<file path="src/sv/frst_pkg.sv">
// Shared types and codes of the frequency ranked symbol table.
package frst_pkg;

  typedef enum logic [1:0] {
    CMD_ADD   = 2'd0,
    CMD_SORT  = 2'd1,
    CMD_QUERY = 2'd2,
    CMD_NONE  = 2'd3
  } cmd_e;

  typedef enum logic [1:0] {
    CA_SYM = 2'd0,
    CA_RSD = 2'd1,
    CA_A   = 2'd2,
    CA_B   = 2'd3
  } cnt_addr_e;

  typedef enum logic [1:0] {
    RA_RM1 = 2'd0,
    RA_I   = 2'd1,
    RA_IM1 = 2'd2
  } rs_addr_e;

  typedef enum logic [1:0] {
    WS_OTH = 2'd0,
    WS_SYM = 2'd1,
    WS_A   = 2'd2,
    WS_B   = 2'd3
  } rs_wr_e;

  localparam int unsigned InWidth  = 16;
  localparam int unsigned OutWidth = 112;

  typedef struct packed {
    logic      cap_in;
    cnt_addr_e cnt_sel;
    rs_addr_e  rs_sel;
    logic      rs_we;
    rs_wr_e    rs_ws;
    logic      ld_query;
    logic      ld_add;
    logic      ld_oth;
    logic      ld_a;
    logic      ld_b;
    logic      ld_ca;
    logic      prom_step;
    logic      i_inc;
    logic      srt_swap;
    logic      ld_out;
  } ctl_t;

  typedef struct packed {
    cmd_e cmd;
    logic sym_ok;
    logic vld_rd;
    logic r_zero;
    logic i_zero;
    logic i_end;
    logic prom_win;
    logic sort_win;
  } sts_t;

endpackage

</file>
<file path="src/sv/frst_ctrl.sv">
// Controller: sequences add, promote, sort and query over the datapath.
module frst_ctrl (
  input  logic           clk_i,
  input  logic           rst_ni,
  input  logic           in_valid_i,
  output logic           in_ready_o,
  output logic           out_valid_o,
  input  logic           out_ready_i,
  input  logic           cfg_valid_i,
  input  logic           cfg_data_i,
  input  frst_pkg::sts_t sts_i,
  output frst_pkg::ctl_t ctl_o
);

  typedef enum logic [3:0] {
    IDLE, DISP, ADD_UPD, Q_RES, PR_RD, PR_CNT, PR_CMP, PR_FIN,
    SR_CHK, SR_RB, SR_CA, SR_CB, SR_CMP, SR_SW, DONE
  } state_e;

  state_e state_q, state_d;
  logic   mv_q, mv_d, auto_q;

  assign in_ready_o  = (state_q == IDLE);
  assign out_valid_o = mv_q;

  always_comb begin
    ctl_o   = '0;
    state_d = state_q;
    mv_d    = mv_q && !out_ready_i;
    unique case (state_q)
      IDLE: begin
        if (in_valid_i) begin
          ctl_o.cap_in = 1'b1;
          state_d = DISP;
        end
      end
      DISP: begin
        ctl_o.cnt_sel = frst_pkg::CA_SYM;
        unique case (sts_i.cmd)
          frst_pkg::CMD_ADD:   state_d = sts_i.sym_ok ? ADD_UPD : DONE;
          frst_pkg::CMD_QUERY: state_d = sts_i.sym_ok ? Q_RES : DONE;
          frst_pkg::CMD_SORT:  state_d = auto_q ? DONE : SR_CHK;
          default:             state_d = DONE;
        endcase
      end
      Q_RES: begin
        ctl_o.ld_query = 1'b1;
        state_d = DONE;
      end
      ADD_UPD: begin
        ctl_o.ld_add = 1'b1;
        state_d = (sts_i.vld_rd && !auto_q) ? DONE : PR_RD;
      end
      PR_RD: begin
        ctl_o.rs_sel = frst_pkg::RA_RM1;
        state_d = sts_i.r_zero ? PR_FIN : PR_CNT;
      end
      PR_CNT: begin
        ctl_o.cnt_sel = frst_pkg::CA_RSD;
        ctl_o.ld_oth  = 1'b1;
        state_d = PR_CMP;
      end
      PR_CMP: begin
        if (sts_i.prom_win) begin
          ctl_o.rs_we     = 1'b1;
          ctl_o.rs_ws     = frst_pkg::WS_OTH;
          ctl_o.prom_step = 1'b1;
          state_d = PR_RD;
        end else begin
          state_d = PR_FIN;
        end
      end
      PR_FIN: begin
        ctl_o.rs_we = 1'b1;
        ctl_o.rs_ws = frst_pkg::WS_SYM;
        state_d = DONE;
      end
      SR_CHK: begin
        ctl_o.rs_sel = frst_pkg::RA_I;
        if (sts_i.i_end) begin
          state_d = DONE;
        end else if (sts_i.i_zero) begin
          ctl_o.i_inc = 1'b1;
        end else begin
          state_d = SR_RB;
        end
      end
      SR_RB: begin
        ctl_o.ld_a   = 1'b1;
        ctl_o.rs_sel = frst_pkg::RA_IM1;
        state_d = SR_CA;
      end
      SR_CA: begin
        ctl_o.ld_b    = 1'b1;
        ctl_o.cnt_sel = frst_pkg::CA_A;
        state_d = SR_CB;
      end
      SR_CB: begin
        ctl_o.ld_ca   = 1'b1;
        ctl_o.cnt_sel = frst_pkg::CA_B;
        state_d = SR_CMP;
      end
      SR_CMP: begin
        if (sts_i.sort_win) begin
          ctl_o.rs_we = 1'b1;
          ctl_o.rs_ws = frst_pkg::WS_A;
          state_d = SR_SW;
        end else begin
          ctl_o.i_inc = 1'b1;
          state_d = SR_CHK;
        end
      end
      SR_SW: begin
        ctl_o.rs_we    = 1'b1;
        ctl_o.rs_ws    = frst_pkg::WS_B;
        ctl_o.srt_swap = 1'b1;
        state_d = SR_CHK;
      end
      DONE: begin
        if (!mv_q || out_ready_i) begin
          ctl_o.ld_out = 1'b1;
          mv_d    = 1'b1;
          state_d = IDLE;
        end
      end
      default: state_d = IDLE;
    endcase
  end

  always_ff @(posedge clk_i or negedge rst_ni) begin
    if (!rst_ni) begin
      state_q <= IDLE;
      mv_q    <= 1'b0;
      auto_q  <= 1'b0;
    end else begin
      state_q <= state_d;
      mv_q    <= mv_d;
      if (cfg_valid_i) auto_q <= cfg_data_i;
    end
  end

endmodule

</file>
<file path="config.mk">
export PLATFORM = sky130hd
export DESIGN_NAME = frst_ctrl
export DESIGN_NICKNAME = d
export VERILOG_FILES = /design/src/sv/frst_pkg.sv /design/src/sv/frst_ctrl.sv
export SDC_FILE = /design/constraint.sdc
export NUM_CORES = 1
export LEC_CHECK = 0
export ABC_AREA = 1
export BUFFER_PORTS_ARGS = -buffer_cell sky130_fd_sc_hd__buf_2
export CORE_MARGIN = 4
export CORE_UTILIZATION = 38
export DETAILED_ROUTE_END_ITERATION = 10
export GPL_ROUTABILITY_DRIVEN = 1
export PLACE_DENSITY = 0.74
export SLEW_MARGIN = 20
export SYNTH_ARGS = -nofsm -noshare
export SYNTH_HDL_FRONTEND = slang
export SYNTH_SLANG_ARGS = --single-unit
</file>
<file path="constraint.sdc">
create_clock -name clk_i -period 1.1 [get_ports clk_i]
set_input_delay 0.22 -clock clk_i [delete_from_list [all_inputs] [get_ports clk_i]]
set_output_delay 0.22 -clock clk_i [all_outputs]
set_load 0.01 [all_outputs]
</file>
-- Word-level counts from Yosys, hierarchy flattened
Index checks and enable logic that the tools add are counted.
- flip-flop bits (word level): 6
- word-level logic and storage cells: 69
- equal/unequal tests: 19
- multiplexer cells: 37
- reductions and logical operators: 10
- operators with widths (cell ; count):
    case mux 4 bit (14 select lines) ; 1
    equality test 4 bit (second input constant) ; 7
    2-to-1 mux 4 bit ; 7
    2-to-1 mux 1 bit ; 18
    equality test 4 x 3 -> 1 bit (second input constant) ; 4
    2-to-1 mux 3 bit ; 4
    case mux 3 bit (4 select lines) ; 1
    case mux 4 bit (3 select lines) ; 1
    equality test 4 x 2 -> 1 bit (second input constant) ; 2
    case mux 2 bit (3 select lines) ; 1
    equality test 4 x 1 -> 1 bit (second input constant) ; 1
    logical NOT 4 bit ; 1
    2-to-1 mux 2 bit ; 2
    != test 2 bit (second input constant) ; 2
    case mux 2 bit (2 select lines) ; 1
    logical NOT 1 bit ; 3
    != test 3 bit (second input constant) ; 1
    AND reduction 3 bit ; 1
    equality test 2 x 1 -> 1 bit (second input constant) ; 1
    equality test 2 bit (second input constant) ; 1
    logical AND 1 bit ; 2
    logical NOT 2 bit ; 1
    case mux 1 bit (2 select lines) ; 1
    OR reduction 2 bit ; 1
    logical OR 1 bit ; 1

-- Depth between registers and ports, before layout
Gate-level depths: netlist (run 1).
- depth after elaboration: 4
- mapped depth: 7

-- Least setup slack after synthesis (run 1)
OpenSTA, ideal clock, no wires.
- path kind: flip-flop to output port
- start: register state_q[1]
- end: output port ctl_o[2] (netlist bit)
- arrival: 1.022 ns
- slack: -0.142 ns
- cell stages (with the launch flop): 6
- path buffers: 0
- cells stage by stage: dfrtp_1 -> inv_2 -> nand2_1 -> nor2_1 -> nand2_1 -> o31ai_1
- RTL lines (element ; RTL line ; source):
    start, declared ; frst_ctrl.sv:20 ; state_e state_q, state_d;
    start signal, assigned ; frst_ctrl.sv:136 ; state_q <= state_d;
    end, declared ; frst_ctrl.sv:12 ; output frst_pkg::ctl_t ctl_o

==> results_tabular.tex, run 1 <==
\begin{tabular}{lr}
\hline
Metric & Value \\
\hline
\multicolumn{2}{l}{\textbf{Run status}} \\
Violations in the final reports & negative setup slack \\
Status & finished, violations left \\
\multicolumn{2}{l}{\textbf{Placed design}} \\
\# placed instances & 173 \\
Post-DP HPWL & around 1600 µm \\
Gpl congestion & 0.899 \\
Pre-CTS WS & -209 ps \\
Total of buffers placed on input and output ports & 34 \\
\multicolumn{2}{l}{\textbf{Global route}} \\
Tot GR Track Use & 0.205 \\
GRT Residual Overflow & 0 \\
Maximum number of pins on one net before global-route repair & 7 \\
Number of antenna violations at the first check in global routing & 0 \\
Number of global-route vias before repair & 770 \\
Global-route wire length before repair & 3290 µm \\
\multicolumn{2}{l}{\textbf{Setup path}} \\
Kind of end point of the critical path & output pin \\
Largest delay share family, worst path & flip-flops \\
CP Max Fanout & 6 \\
Startpoint types & flip-flop \\
Crit path buf inv count & 2 \\
Number of logic stages on the critical path including buffering & 6 \\
CP Cell Sequence & nand2\_2, buf\_6, nor2\_4, a21oi\_2, nand3\_2, buf\_6 \\
Reg-to-Reg End & state\_q[3] \\
Arrival time worst endpoint & 1320 ps \\
Most common cell type on the critical path & buf\_6 \\
Critical path data required time & 880 ps \\
Kind of critical path & reg -> out \\
Reg-to-reg startpoint & state\_q[0] \\
Worst R2R Path Depth & 9 \\
Worst R2R Setup Slack & -270 ps \\
Slowest cell on the critical path & dfrtp\_2 \\
Longest individual stage delay on the worst path & approximately 470 ps \\
\multicolumn{2}{l}{\textbf{Power and ir drop}} \\
Power Total & 3.17 mW \\
Switching Power & 1.61 mW \\
Proportion of power drawn by the clock network & 0.067 \\
Share of power burned in registers & 0.166 \\
Sw Ratio & 0.509 \\
Static power due to leakage & 0.744 nW \\
Part of the total power dissipated in combinational logic & 0.766 \\
Worst vdd ir & 1900 µV \\
Power per standard cell area & 2600 nW/µm² \\
Power Internal & approximately 1.6 mW \\
\multicolumn{2}{l}{\textbf{Min path}} \\
Worst Hold Endpoint & auto\_q \\
Worst hold-check path type & in -> reg \\
Startpoint of the tightest hold check path & cfg\_valid\_i \\
Worst hold path stage count & 2 \\
\multicolumn{2}{l}{\textbf{Timing}} \\
Final worst-path setup slack & -440 ps \\
Pin slew with the least headroom to its limit & approximately 290 ps \\
Clock period minus worst slack & 1540 ps \\
Final slew viol count & 0 \\
Tightest slew margin relative to the limit & 0.804 \\
Setup repair after global routing missed its margin & yes \\
Fin crit share & 1.40 \\
Final hold violations & 0 \\
Final worst clock skew & 5.92 ps \\
Number of setup violations in the final report & 23 \\
Fmax & 649 MHz \\
Worst hold margin & 190 ps \\
\multicolumn{2}{l}{\textbf{Detailed routing}} \\
Routed via count & roughly 930 \\
Number of DRC markers after the initial detailed-route iteration & 30 \\
Number of search-and-repair iterations in the first detailed-routing pass & 4 \\
Antenna-violating nets left & 0 \\
Via-to-Cell Ratio & roughly 5 \\
Total length of routed wires & $\sim$2400 µm \\
Final routed wire length divided by cell count & 12.8 µm \\
DRC violations left & 0 \\
\multicolumn{2}{l}{\textbf{Clock tree}} \\
CTS tree & yes \\
Clk sink count & 6 \\
Total clock buffers created by CTS & 3 \\
Clock-pin slew of the registers on the worst-case setup and hold paths & 50 ps \\
H-Tree Depth & 1 \\
Clock insertion delay at the later pin of the skew report & around 240 ps \\
Cell at the root of the clock tree & clkbuf\_4 \\
Maximum count of clock buffers along a single path & 2 \\
\multicolumn{2}{l}{\textbf{Die}} \\
Initial standard-cell utilization of the core & 0.399 \\
Die Area & 2260 µm² \\
Std-Cell Rows & 14 \\
Number of top-level design ports & 35 \\
Vertical die dimension & 47.5 µm \\
Die boundary width & approximately 48 µm \\
Area of the core & 1490 µm² \\
\multicolumn{2}{l}{\textbf{Final layout}} \\
Number of nets at the end of the flow & 187 \\
Leading cell types in the layout, fill and taps excluded & 29 x buf\_2, 16 x nor2\_1, 16 x buf\_4, 15 x nand2\_1, 13 x inv\_1 \\
Count of inserted antenna diode cells & 0 \\
Final cell count without fillers & 187 \\
Utilization of the core after routing & 0.818 \\
Share of final-layout standard cells stronger than drive strength 1 & 0.637 \\
Fill count & 92 \\
Most common cell after layout, fill and taps aside & buf\_2 \\
Layout overhead on the synthesized area & 105\% \\
\multicolumn{2}{l}{\textbf{Synthesis}} \\
Distinct cells, synth & 13 \\
Mapped cell area & 594 µm² \\
Flops \& latches, synth & 6 \\
Share of synthesized area occupied by flip-flops and latches & 0.253 \\
Cell count after synthesis & 111 \\
Count of warnings emitted by yosys & 0 \\
Mean area per synthesized cell & 5.35 µm² \\
Post-Synthesis Net Count & 126 \\
\multicolumn{2}{l}{\textbf{Job}} \\
Maximum Capacitance Violations & 0 \\
\hline
\end{tabular}
==> routing by layer <==
| layer | up-vias | GRT usage | routed length [µm] |
|---|---|---|---|
| li1 | 465 | - | - |
| met4 | 0 | 0.0860 | 15 |
| met5 | - | 0 | 0 |
| met2 | 42 | 0.345 | 1210 |
| met1 | 422 | 0.261 | 995 |
| met3 | 4 | 0.0301 | 179 |
==> power groups by stage <==
stage / registers [mW] / clock network, mW / logic, mW
finish: 0.527 / 0.214 / 2.43
global route: 0.543 / 0.246 / 2.60
CTS: 0.497 / 0.221 / 2.06
detailed placement: 0.469 / 0 / 1.73
global placement: 0.460 / 0 / 1.72
floorplan: 0.466 / 0 / 1.07
==> cell families after synthesis <==
group	after synthesis	synth area share
buf+inv	24	0.158
simple gates	76	0.543
compound gates	5	0.0463
flops	6	0.253
==> Yosys cell counts, drive strengths merged <==
| master | count | area share |
|---|---|---|
| dfrtp | 6 | 0.25 |
| buf | 1 | 0.013 |
| nor2 | 27 | 0.19 |
| o21ai | 3 | 0.025 |
| nand3 | 21 | 0.18 |
| a21oi | 1 | 0.0084 |
| nand2 | 27 | 0.17 |
| inv | 23 | 0.15 |
| o31ai | 1 | 0.013 |
| nor3 | 1 | 0.0084 |
==> worst max path at each step <==
stage / endpoint / slack [ps] / startpoint
4_1_cts: ctl_o[12] / -410 / state_q[3]
2_1_floorplan: ctl_o[10] / -70 / state_q[1]
3_5_place_dp: ctl_o[12] / -210 / state_q[1]
3_3_place_gp: state_q[2] / -170 / state_q[0]
5_1_grt: ctl_o[2] / -510 / state_q[0]
6_report: ctl_o[12] / -440 / state_q[3]
==> metrics by stage <==
step | area (µm²) | TNS, ps
floorplan | 659 | -478
global placement | 940 | -2500
detailed placement | 940 | -3240
CTS | 1110 | -7070
global route | 1220 | -9130
finish | 1220 | -7640
==> worst register-to-register path, delay by kind of cell (launching register included) <==
kind / cells / cell delay [ps]
buffers and inverters: 3 / 360
AND/OR/NAND/NOR: 6 / 460
flip-flops: 1 / 480
==> registers in the layout, summed over array words and instances (netlist names) <==
| signal | flops |
|---|---|
| state_q | 4 |
| auto_q | 1 |
| out_valid_o | 1 |
==> final cells by class <==
class	count	area, µm²	share of cell area
Tap cell	16	20.0	0.0164
Clock buffer	4	26.3	0.0216
Inverter	23	93.8	0.0770
Timing Repair Buffer	57	399	0.328
Multi-Input combinational cell	81	524	0.430
Sequential cell	6	155	0.127
==> timing repair <==
| item | in CTS | in global routing |
|---|---|---|
| setup endpoints to repair | 23 | 23 |
| hold buffers | 1 | 0 |
| endpoints found under the hold margin | 6 | 0 |
| pin swaps | 14 | 9 |
| resized for setup | 25 | 24 |
| setup buffers | 6 | 4 |
| cloned | 0 | 0 |
No activity file was read; power rests on OpenSTA's default activity.
==> run 2, diff against run 1 <==
CORE_MARGIN = 3   (was 4)
==> results_tabular.tex, run 2 (synthesis gave the netlist of run 1 again) <==
\begin{tabular}{lr}
\hline
Metric & Value \\
\hline
\multicolumn{2}{l}{\textbf{Setup path}} \\
Kind of end point of the critical path & output pin (unchanged) \\
Crit path buf inv count & 2 (unchanged) \\
Worst R2R Path Depth & 8 (was 9) \\
Largest delay share family, worst path & simple AND/OR/NAND/NOR gates (was flip-flops) \\
Setup crit end & ctl\_o[0] (was ctl\_o[12]) \\
Longest individual stage delay on the worst path & 450 ps (was 470 ps) \\
Kind of critical path & reg -> out (unchanged) \\
Startpoint types & flip-flop (unchanged) \\
Launch point of the worst path & state\_q[1] (was state\_q[3]) \\
Reg-to-reg startpoint & state\_q[1] (was state\_q[0]) \\
Arrival time worst endpoint & 1390 ps (was 1320 ps) \\
Number of logic stages on the critical path including buffering & 5 (was 6) \\
Worst R2R Setup Slack & -300 ps (was -270 ps) \\
CP Max Fanout & 7 (was 6) \\
Slowest cell on the critical path & dfrtp\_2 (unchanged) \\
Reg-to-Reg End & state\_q[3] (unchanged) \\
Critical path data required time & 880 ps (about the same) \\
CP Cell Sequence & inv\_4, nor2\_4, nand2\_2, nor2\_1, buf\_2 (was nand2\_2, buf\_6, nor2\_4, a21oi\_2, nand3\_2, buf\_6) \\
\multicolumn{2}{l}{\textbf{Final layout}} \\
Combined area of the multi-input logic cells & 470 µm² (was 524 µm²) \\
Number of nets at the end of the flow & 187 (unchanged) \\
Fill count & 90 (was 92) \\
Number of flip-flops under the largest register name & 4 (unchanged) \\
Share of final-layout standard cells stronger than drive strength 1 & 0.573 (was 0.637) \\
Final non-filler cell area & 1150 µm² (was 1220 µm²) \\
Count of inserted antenna diode cells & 0 (unchanged) \\
Sequential cell area in the final layout & 155 µm² (unchanged) \\
Most common cell after layout, fill and taps aside & buf\_2 (unchanged) \\
Largest Register & state\_q (unchanged) \\
Leading cell types in the layout, fill and taps excluded & 32 x buf\_2, 18 x nand2\_1, 17 x nor2\_1, 16 x inv\_1, 16 x nand3\_1 (was 29 x buf\_2, 16 x nor2\_1, 16 x buf\_4, 15 x nand2\_1, 13 x inv\_1) \\
Layout overhead on the synthesized area & 92.8\% (was 105\%) \\
\multicolumn{2}{l}{\textbf{Detailed routing}} \\
Antenna-violating nets left & 0 (unchanged) \\
Routed via count & 946 (was 933) \\
Via-to-Cell Ratio & 5.09 (was 4.99) \\
Final routed wire length divided by cell count & 13.0 µm (was 12.8 µm) \\
DRC violations left & 0 (unchanged) \\
Total length of routed wires & 2410 µm (was 2400 µm) \\
Number of DRC markers after the initial detailed-route iteration & 17 (was 30) \\
Number of search-and-repair iterations in the first detailed-routing pass & 4 (unchanged) \\
\multicolumn{2}{l}{\textbf{Timing}} \\
Tightest slew margin relative to the limit & 0.848 (was 0.804) \\
Final hold violations & 0 (unchanged) \\
Pin slew with the least headroom to its limit & 228 ps (was 294 ps) \\
Setup repair after global routing missed its margin & yes (unchanged) \\
Clock period minus worst slack & 1610 ps (was 1540 ps) \\
Fin crit share & 1.47 (was 1.40) \\
Final worst-path setup slack & -514 ps (was -440 ps) \\
Final worst clock skew & 8.88 ps (was 5.92 ps) \\
Fmax & 620 MHz (was 649 MHz) \\
Final setup TNS & -8060 ps (was -7640 ps) \\
Worst hold margin & 165 ps (was 190 ps) \\
Number of setup violations in the final report & 23 (unchanged) \\
Final slew viol count & 0 (unchanged) \\
\multicolumn{2}{l}{\textbf{Die}} \\
Std-Cell Rows & 13 (was 14) \\
Die boundary width & 45.5 µm (was 47.5 µm) \\
Initial standard-cell utilization of the core & 0.430 (was 0.399) \\
Area of the core & 1380 µm² (was 1490 µm²) \\
Number of top-level design ports & 35 (unchanged) \\
Vertical die dimension & 45.5 µm (was 47.5 µm) \\
Die Area & 2070 µm² (was 2260 µm²) \\
\multicolumn{2}{l}{\textbf{Run status}} \\
Status & finished, violations left (unchanged) \\
Violations in the final reports & negative setup slack (unchanged) \\
\multicolumn{2}{l}{\textbf{Min path}} \\
Worst hold-check path type & in -> reg (unchanged) \\
\multicolumn{2}{l}{\textbf{Global route}} \\
Tot GR Track Use & 0.237 (was 0.205) \\
Maximum number of pins on one net before global-route repair & 8 (was 7) \\
GRT Residual Overflow & 0 (unchanged) \\
Global-route wire length before repair & 3570 µm (was 3290 µm) \\
Number of antenna violations at the first check in global routing & 0 (unchanged) \\
Number of global-route vias before repair & 840 (was 770) \\
\multicolumn{2}{l}{\textbf{Clock tree}} \\
Clk sink count & 6 (unchanged) \\
Clock-pin slew of the registers on the worst-case setup and hold paths & 50 ps (about the same) \\
Total clock buffers created by CTS & 3 (unchanged) \\
Maximum count of clock buffers along a single path & 2 (unchanged) \\
Clock insertion delay at the later pin of the skew report & 250 ps (was 240 ps) \\
Cell at the root of the clock tree & clkbuf\_4 (unchanged) \\
H-Tree Depth & 1 (unchanged) \\
CTS tree & yes (unchanged) \\
\multicolumn{2}{l}{\textbf{Placed design}} \\
Post-DP HPWL & 1660 µm (was 1620 µm) \\
Placement Cell Area & 931 µm² (was 940 µm²) \\
Gpl congestion & 0.905 (was 0.899) \\
Total of buffers placed on input and output ports & 34 (unchanged) \\
\multicolumn{2}{l}{\textbf{Power and ir drop}} \\
Switching Power & 1.53 mW (was 1.61 mW) \\
Power per standard cell area & 2650 nW/µm² (was 2600 nW/µm²) \\
Part of the total power dissipated in combinational logic & 0.752 (was 0.766) \\
Static power due to leakage & 0.732 nW (was 0.744 nW) \\
Proportion of power drawn by the clock network & 0.074 (was 0.067) \\
Worst vdd ir & 1520 µV (was 1900 µV) \\
Power Internal & 1.50 mW (was 1.55 mW) \\
Power Total & 3.04 mW (was 3.17 mW) \\
Share of power burned in registers & 0.174 (was 0.166) \\
Sw Ratio & 0.505 (was 0.509) \\
\multicolumn{2}{l}{\textbf{Job}} \\
Maximum Capacitance Violations & 0 (unchanged) \\
\hline
\end{tabular}
## run 2: cell counts in the layout (fill, tap and decap cells not counted)
No cell type changed its count.
## run 2: final cells by class
cell class              count  area share
clock buffers               4      0.0229
well taps                  15      0.0164
inverters                  23      0.0797
flip-flops and latches      6       0.135
repair buffers             57       0.335
multi-input cells          81       0.410
## run 2: power by group through the flow
stage / Sequential (mW) / Clock [mW] / Combinational (mW)
floorplan: 0.466 / 0 / 1.07
global placement: 0.463 / 0 / 1.69
detailed placement: 0.465 / 0 / 1.73
CTS: 0.520 / 0.230 / 2.01
global route: 0.548 / 0.250 / 2.47
finish: 0.529 / 0.224 / 2.29
## run 2: worst min path at each step
stage,depth (start not counted),slack [ps],end,from
2_1_floorplan,0,-80,auto_q,rst_ni
3_3_place_gp,1,50,auto_q,rst_ni
3_5_place_dp,1,50,auto_q,rst_ni
4_1_cts,2,160,auto_q,cfg_valid_i
5_1_grt,2,160,auto_q,cfg_valid_i
6_report,2,160,auto_q,cfg_valid_i
## run 2: through the flow
step,setup slack [ps],cells,utilization
6_report,-514,186,0.829
5_1_grt,-538,186,0.829
4_1_cts,-408,181,0.786
3_5_place_dp,-204,171,0.673
3_3_place_gp,-189,171,0.673
2_1_floorplan,-67.1,111,-
## run 2: timing repair
action | in CTS | in global routing
hold buffers | 1 | 0
endpoints found under the setup margin | 23 | 23
pin swaps | 10 | 3
resized for setup | 26 | 7
setup buffers | 6 | 5
hold endpoints to repair | 6 | 0
## run 2: layer usage
layer / track usage / share of wire
met5: 0 / 0
met1: 0.292 / 0.39
met2: 0.404 / 0.52
met3: 0.0277 / 0.067
met4: 0.111 / 0.020
==> run 3, diff against run 2 <==
CORE_UTILIZATION = 42   (was 38)
PLACE_DENSITY = 0.78   (was 0.74)
SLEW_MARGIN = unset   (was 20)
clock period = 1.56 ns   (was 1.1 ns; I/O delays follow)
==> results_tabular.tex, run 3 (synthesis gave the netlist of run 1 again) <==
\begin{tabular}{lr}
\hline
Metric & Value \\
\hline
\multicolumn{2}{l}{\textbf{Placed design}} \\
Pre-CTS WS & 141 ps (was -204 ps) \\
Gpl congestion & 0.884 (was 0.905) \\
Post-DP HPWL & 1470 µm (was 1660 µm) \\
\# placed instances & 161 (was 171) \\
Total of buffers placed on input and output ports & 34 (unchanged) \\
\multicolumn{2}{l}{\textbf{Final layout}} \\
Layout overhead on the synthesized area & 64.2\% (was 92.8\%) \\
Share of final-layout standard cells stronger than drive strength 1 & 0.500 (was 0.573) \\
Most common cell after layout, fill and taps aside & buf\_2 (unchanged) \\
Number of nets at the end of the flow & 173 (was 187) \\
Largest Register & state\_q (unchanged) \\
Final cell count without fillers & 170 (was 186) \\
Leading cell types in the layout, fill and taps excluded & 33 x buf\_2, 19 x nor2\_1, 18 x nand2\_1, 18 x nand3\_1, 16 x inv\_1 (was 32 x buf\_2, 18 x nand2\_1, 17 x nor2\_1, 16 x inv\_1, 16 x nand3\_1) \\
Number of flip-flops under the largest register name & 4 (unchanged) \\
Count of inserted antenna diode cells & 0 (unchanged) \\
Fill count & 100 (was 90) \\
\multicolumn{2}{l}{\textbf{Timing}} \\
Tightest slew margin relative to the limit & 0.853 (was 0.848) \\
Final hold violations & 0 (unchanged) \\
Fmax & 627 MHz \\
Final slew viol count & 0 (unchanged) \\
Pin slew with the least headroom to its limit & 220 ps (was 228 ps) \\
Fin crit share & 1.02 \\
Setup repair after global routing missed its margin & yes (unchanged) \\
Clock period minus worst slack & 1590 ps \\
Final worst-path setup slack & -34.7 ps (was -514 ps) \\
Number of setup violations in the final report & 8 (was 23) \\
Final worst clock skew & 2.43 ps (was 8.88 ps) \\
Worst hold margin & 270 ps (was 165 ps) \\
\multicolumn{2}{l}{\textbf{Setup path}} \\
Kind of end point of the critical path & output pin (unchanged) \\
Largest delay share family, worst path & flip-flops (was simple AND/OR/NAND/NOR gates) \\
Longest individual stage delay on the worst path & 460 ps (was 450 ps) \\
Arrival time worst endpoint & 1280 ps (was 1390 ps) \\
Slowest cell on the critical path & dfrtp\_2 (unchanged) \\
CP Max Fanout & 6 (was 7) \\
Kind of critical path & reg -> out (unchanged) \\
Critical path data required time & 1250 ps (was 880 ps) \\
CP Cell Sequence & nand2\_2, inv\_2, nand3\_2, o21ai\_0, buf\_2 (was inv\_4, nor2\_4, nand2\_2, nor2\_1, buf\_2) \\
Startpoint types & flip-flop (unchanged) \\
Crit path buf inv count & 2 (unchanged) \\
\multicolumn{2}{l}{\textbf{Detailed routing}} \\
Routed via count & 867 (was 946) \\
Number of search-and-repair iterations in the first detailed-routing pass & 4 (unchanged) \\
Total length of routed wires & 1980 µm (was 2410 µm) \\
Via-to-Cell Ratio & 5.10 (was 5.09) \\
Final routed wire length divided by cell count & 11.7 µm (was 13.0 µm) \\
Number of DRC markers after the initial detailed-route iteration & 17 (unchanged) \\
Antenna-violating nets left & 0 (unchanged) \\
DRC violations left & 0 (unchanged) \\
\multicolumn{2}{l}{\textbf{Power and ir drop}} \\
Part of the total power dissipated in combinational logic & 0.717 (was 0.752) \\
Power Total & 1.78 mW (was 3.04 mW) \\
Sw Ratio & 0.527 (was 0.505) \\
Proportion of power drawn by the clock network & 0.081 (was 0.074) \\
Power Internal & 0.842 mW (was 1.50 mW) \\
Static power due to leakage & 0.641 nW (was 0.732 nW) \\
Share of power burned in registers & 0.202 (was 0.174) \\
Switching Power & 0.939 mW (was 1.53 mW) \\
Worst vdd ir & 1210 µV (was 1520 µV) \\
Power per standard cell area & 1820 nW/µm² (was 2650 nW/µm²) \\
\multicolumn{2}{l}{\textbf{Global route}} \\
Maximum number of pins on one net before global-route repair & 9 (was 8) \\
Tot GR Track Use & 0.201 (was 0.237) \\
GRT Residual Overflow & 0 (unchanged) \\
Number of antenna violations at the first check in global routing & 0 (unchanged) \\
Number of global-route vias before repair & 727 (was 840) \\
Global-route wire length before repair & 2940 µm (was 3570 µm) \\
\multicolumn{2}{l}{\textbf{Clock tree}} \\
Maximum count of clock buffers along a single path & 2 (unchanged) \\
Cell at the root of the clock tree & clkbuf\_4 (unchanged) \\
Clock insertion delay at the later pin of the skew report & 240 ps (was 250 ps) \\
Total clock buffers created by CTS & 3 (unchanged) \\
Clk sink count & 6 (unchanged) \\
Clock-pin slew of the registers on the worst-case setup and hold paths & 50 ps (about the same) \\
H-Tree Depth & 1 (unchanged) \\
CTS tree & yes (unchanged) \\
\multicolumn{2}{l}{\textbf{Die}} \\
Initial standard-cell utilization of the core & 0.489 (was 0.430) \\
Die Area & 1900 µm² (was 2070 µm²) \\
Std-Cell Rows & 12 (was 13) \\
Vertical die dimension & 43.6 µm (was 45.5 µm) \\
Die boundary width & 43.6 µm (was 45.5 µm) \\
Area of the core & 1220 µm² (was 1380 µm²) \\
Number of top-level design ports & 35 (unchanged) \\
\multicolumn{2}{l}{\textbf{Run status}} \\
Status & finished, violations left (unchanged) \\
Violations in the final reports & negative setup slack (unchanged) \\
\multicolumn{2}{l}{\textbf{Job}} \\
Maximum Capacitance Violations & 0 (unchanged) \\
\multicolumn{2}{l}{\textbf{Min path}} \\
Worst hold-check path type & in -> reg (unchanged) \\
\hline
\end{tabular}
[run 3: cell types whose count changed in the layout (fill, tap and decap cells not counted), moves of 2 or more]
cell | before | now
buf_4 | 15 | 7
buf_6 | 9 | 2
nand3_1 | 16 | 18
nand3_2 | 5 | 3
nor2_1 | 17 | 19
o21ai_0 | 1 | 3
[run 3: final timing paths]
path / start / to / slack, ps / cells after the start
max in group asynchronous: rst_ni / state_q[2] / 970 / 2
min: cfg_valid_i / auto_q / 270 / 2
max: state_q[3] / ctl_o[11] / -30 / 5
max reg2reg: state_q[3] / state_q[3] / 270 / 7
min reg2reg: auto_q / auto_q / 550 / 2
min in group asynchronous: rst_ni / state_q[1] / 430 / 2
[run 3: routing by layer]
layer  global-route usage  routed length, µm  up-vias
li1                     -                  -      432
met1                0.264                817      392
met2                0.317                995       39
met3               0.0415                142        4
met4               0.0843                 29        0
met5                    0                  0        -
[run 3: cell type report]
class	instances	area (µm²)	area share
Clock buffer	3	22.5	0.0231
Tap cell	14	17.5	0.0179
Multi-Input combinational cell	81	437	0.447
Sequential cell	6	155	0.159
Timing Repair Buffer	43	250	0.256
Inverter	23	93.8	0.0962
[run 3: what timing repair did]
item,4_1_cts,5_1_grt
gates resized for setup,12,26
pin swaps,3,5
hold endpoints to repair,6,0
hold buffers,1,0
buffers inserted,3,2
setup endpoints to repair,11,16
[run 3: power groups by stage]
stage	Clock, mW	Combinational (mW)	Sequential [mW]
final	0.144	1.28	0.360
after global routing	0.163	1.40	0.373
after CTS	0.146	1.06	0.323
after detailed placement	0	0.966	0.310
after global placement	0	0.966	0.304
after floorplan	0	0.631	0.301
[run 3: per-stage QoR]
stage	utilization	cell area (µm²)	setup TNS, ps
finish	0.802	976	-152
global route	0.802	976	-899
CTS	0.724	881	-144
detailed placement	0.655	797	0
global placement	0.655	797	0
floorplan	-	594	0
[run 3: worst reg2reg max path, stage by stage, from the launching register on]
cell	delay (ps)
dfrtp_2	470
buf_4	170
nor2_4	110
buf_4	130
nand3_1	110
nand3_1	90
nor2_1	40
nor2_1	90
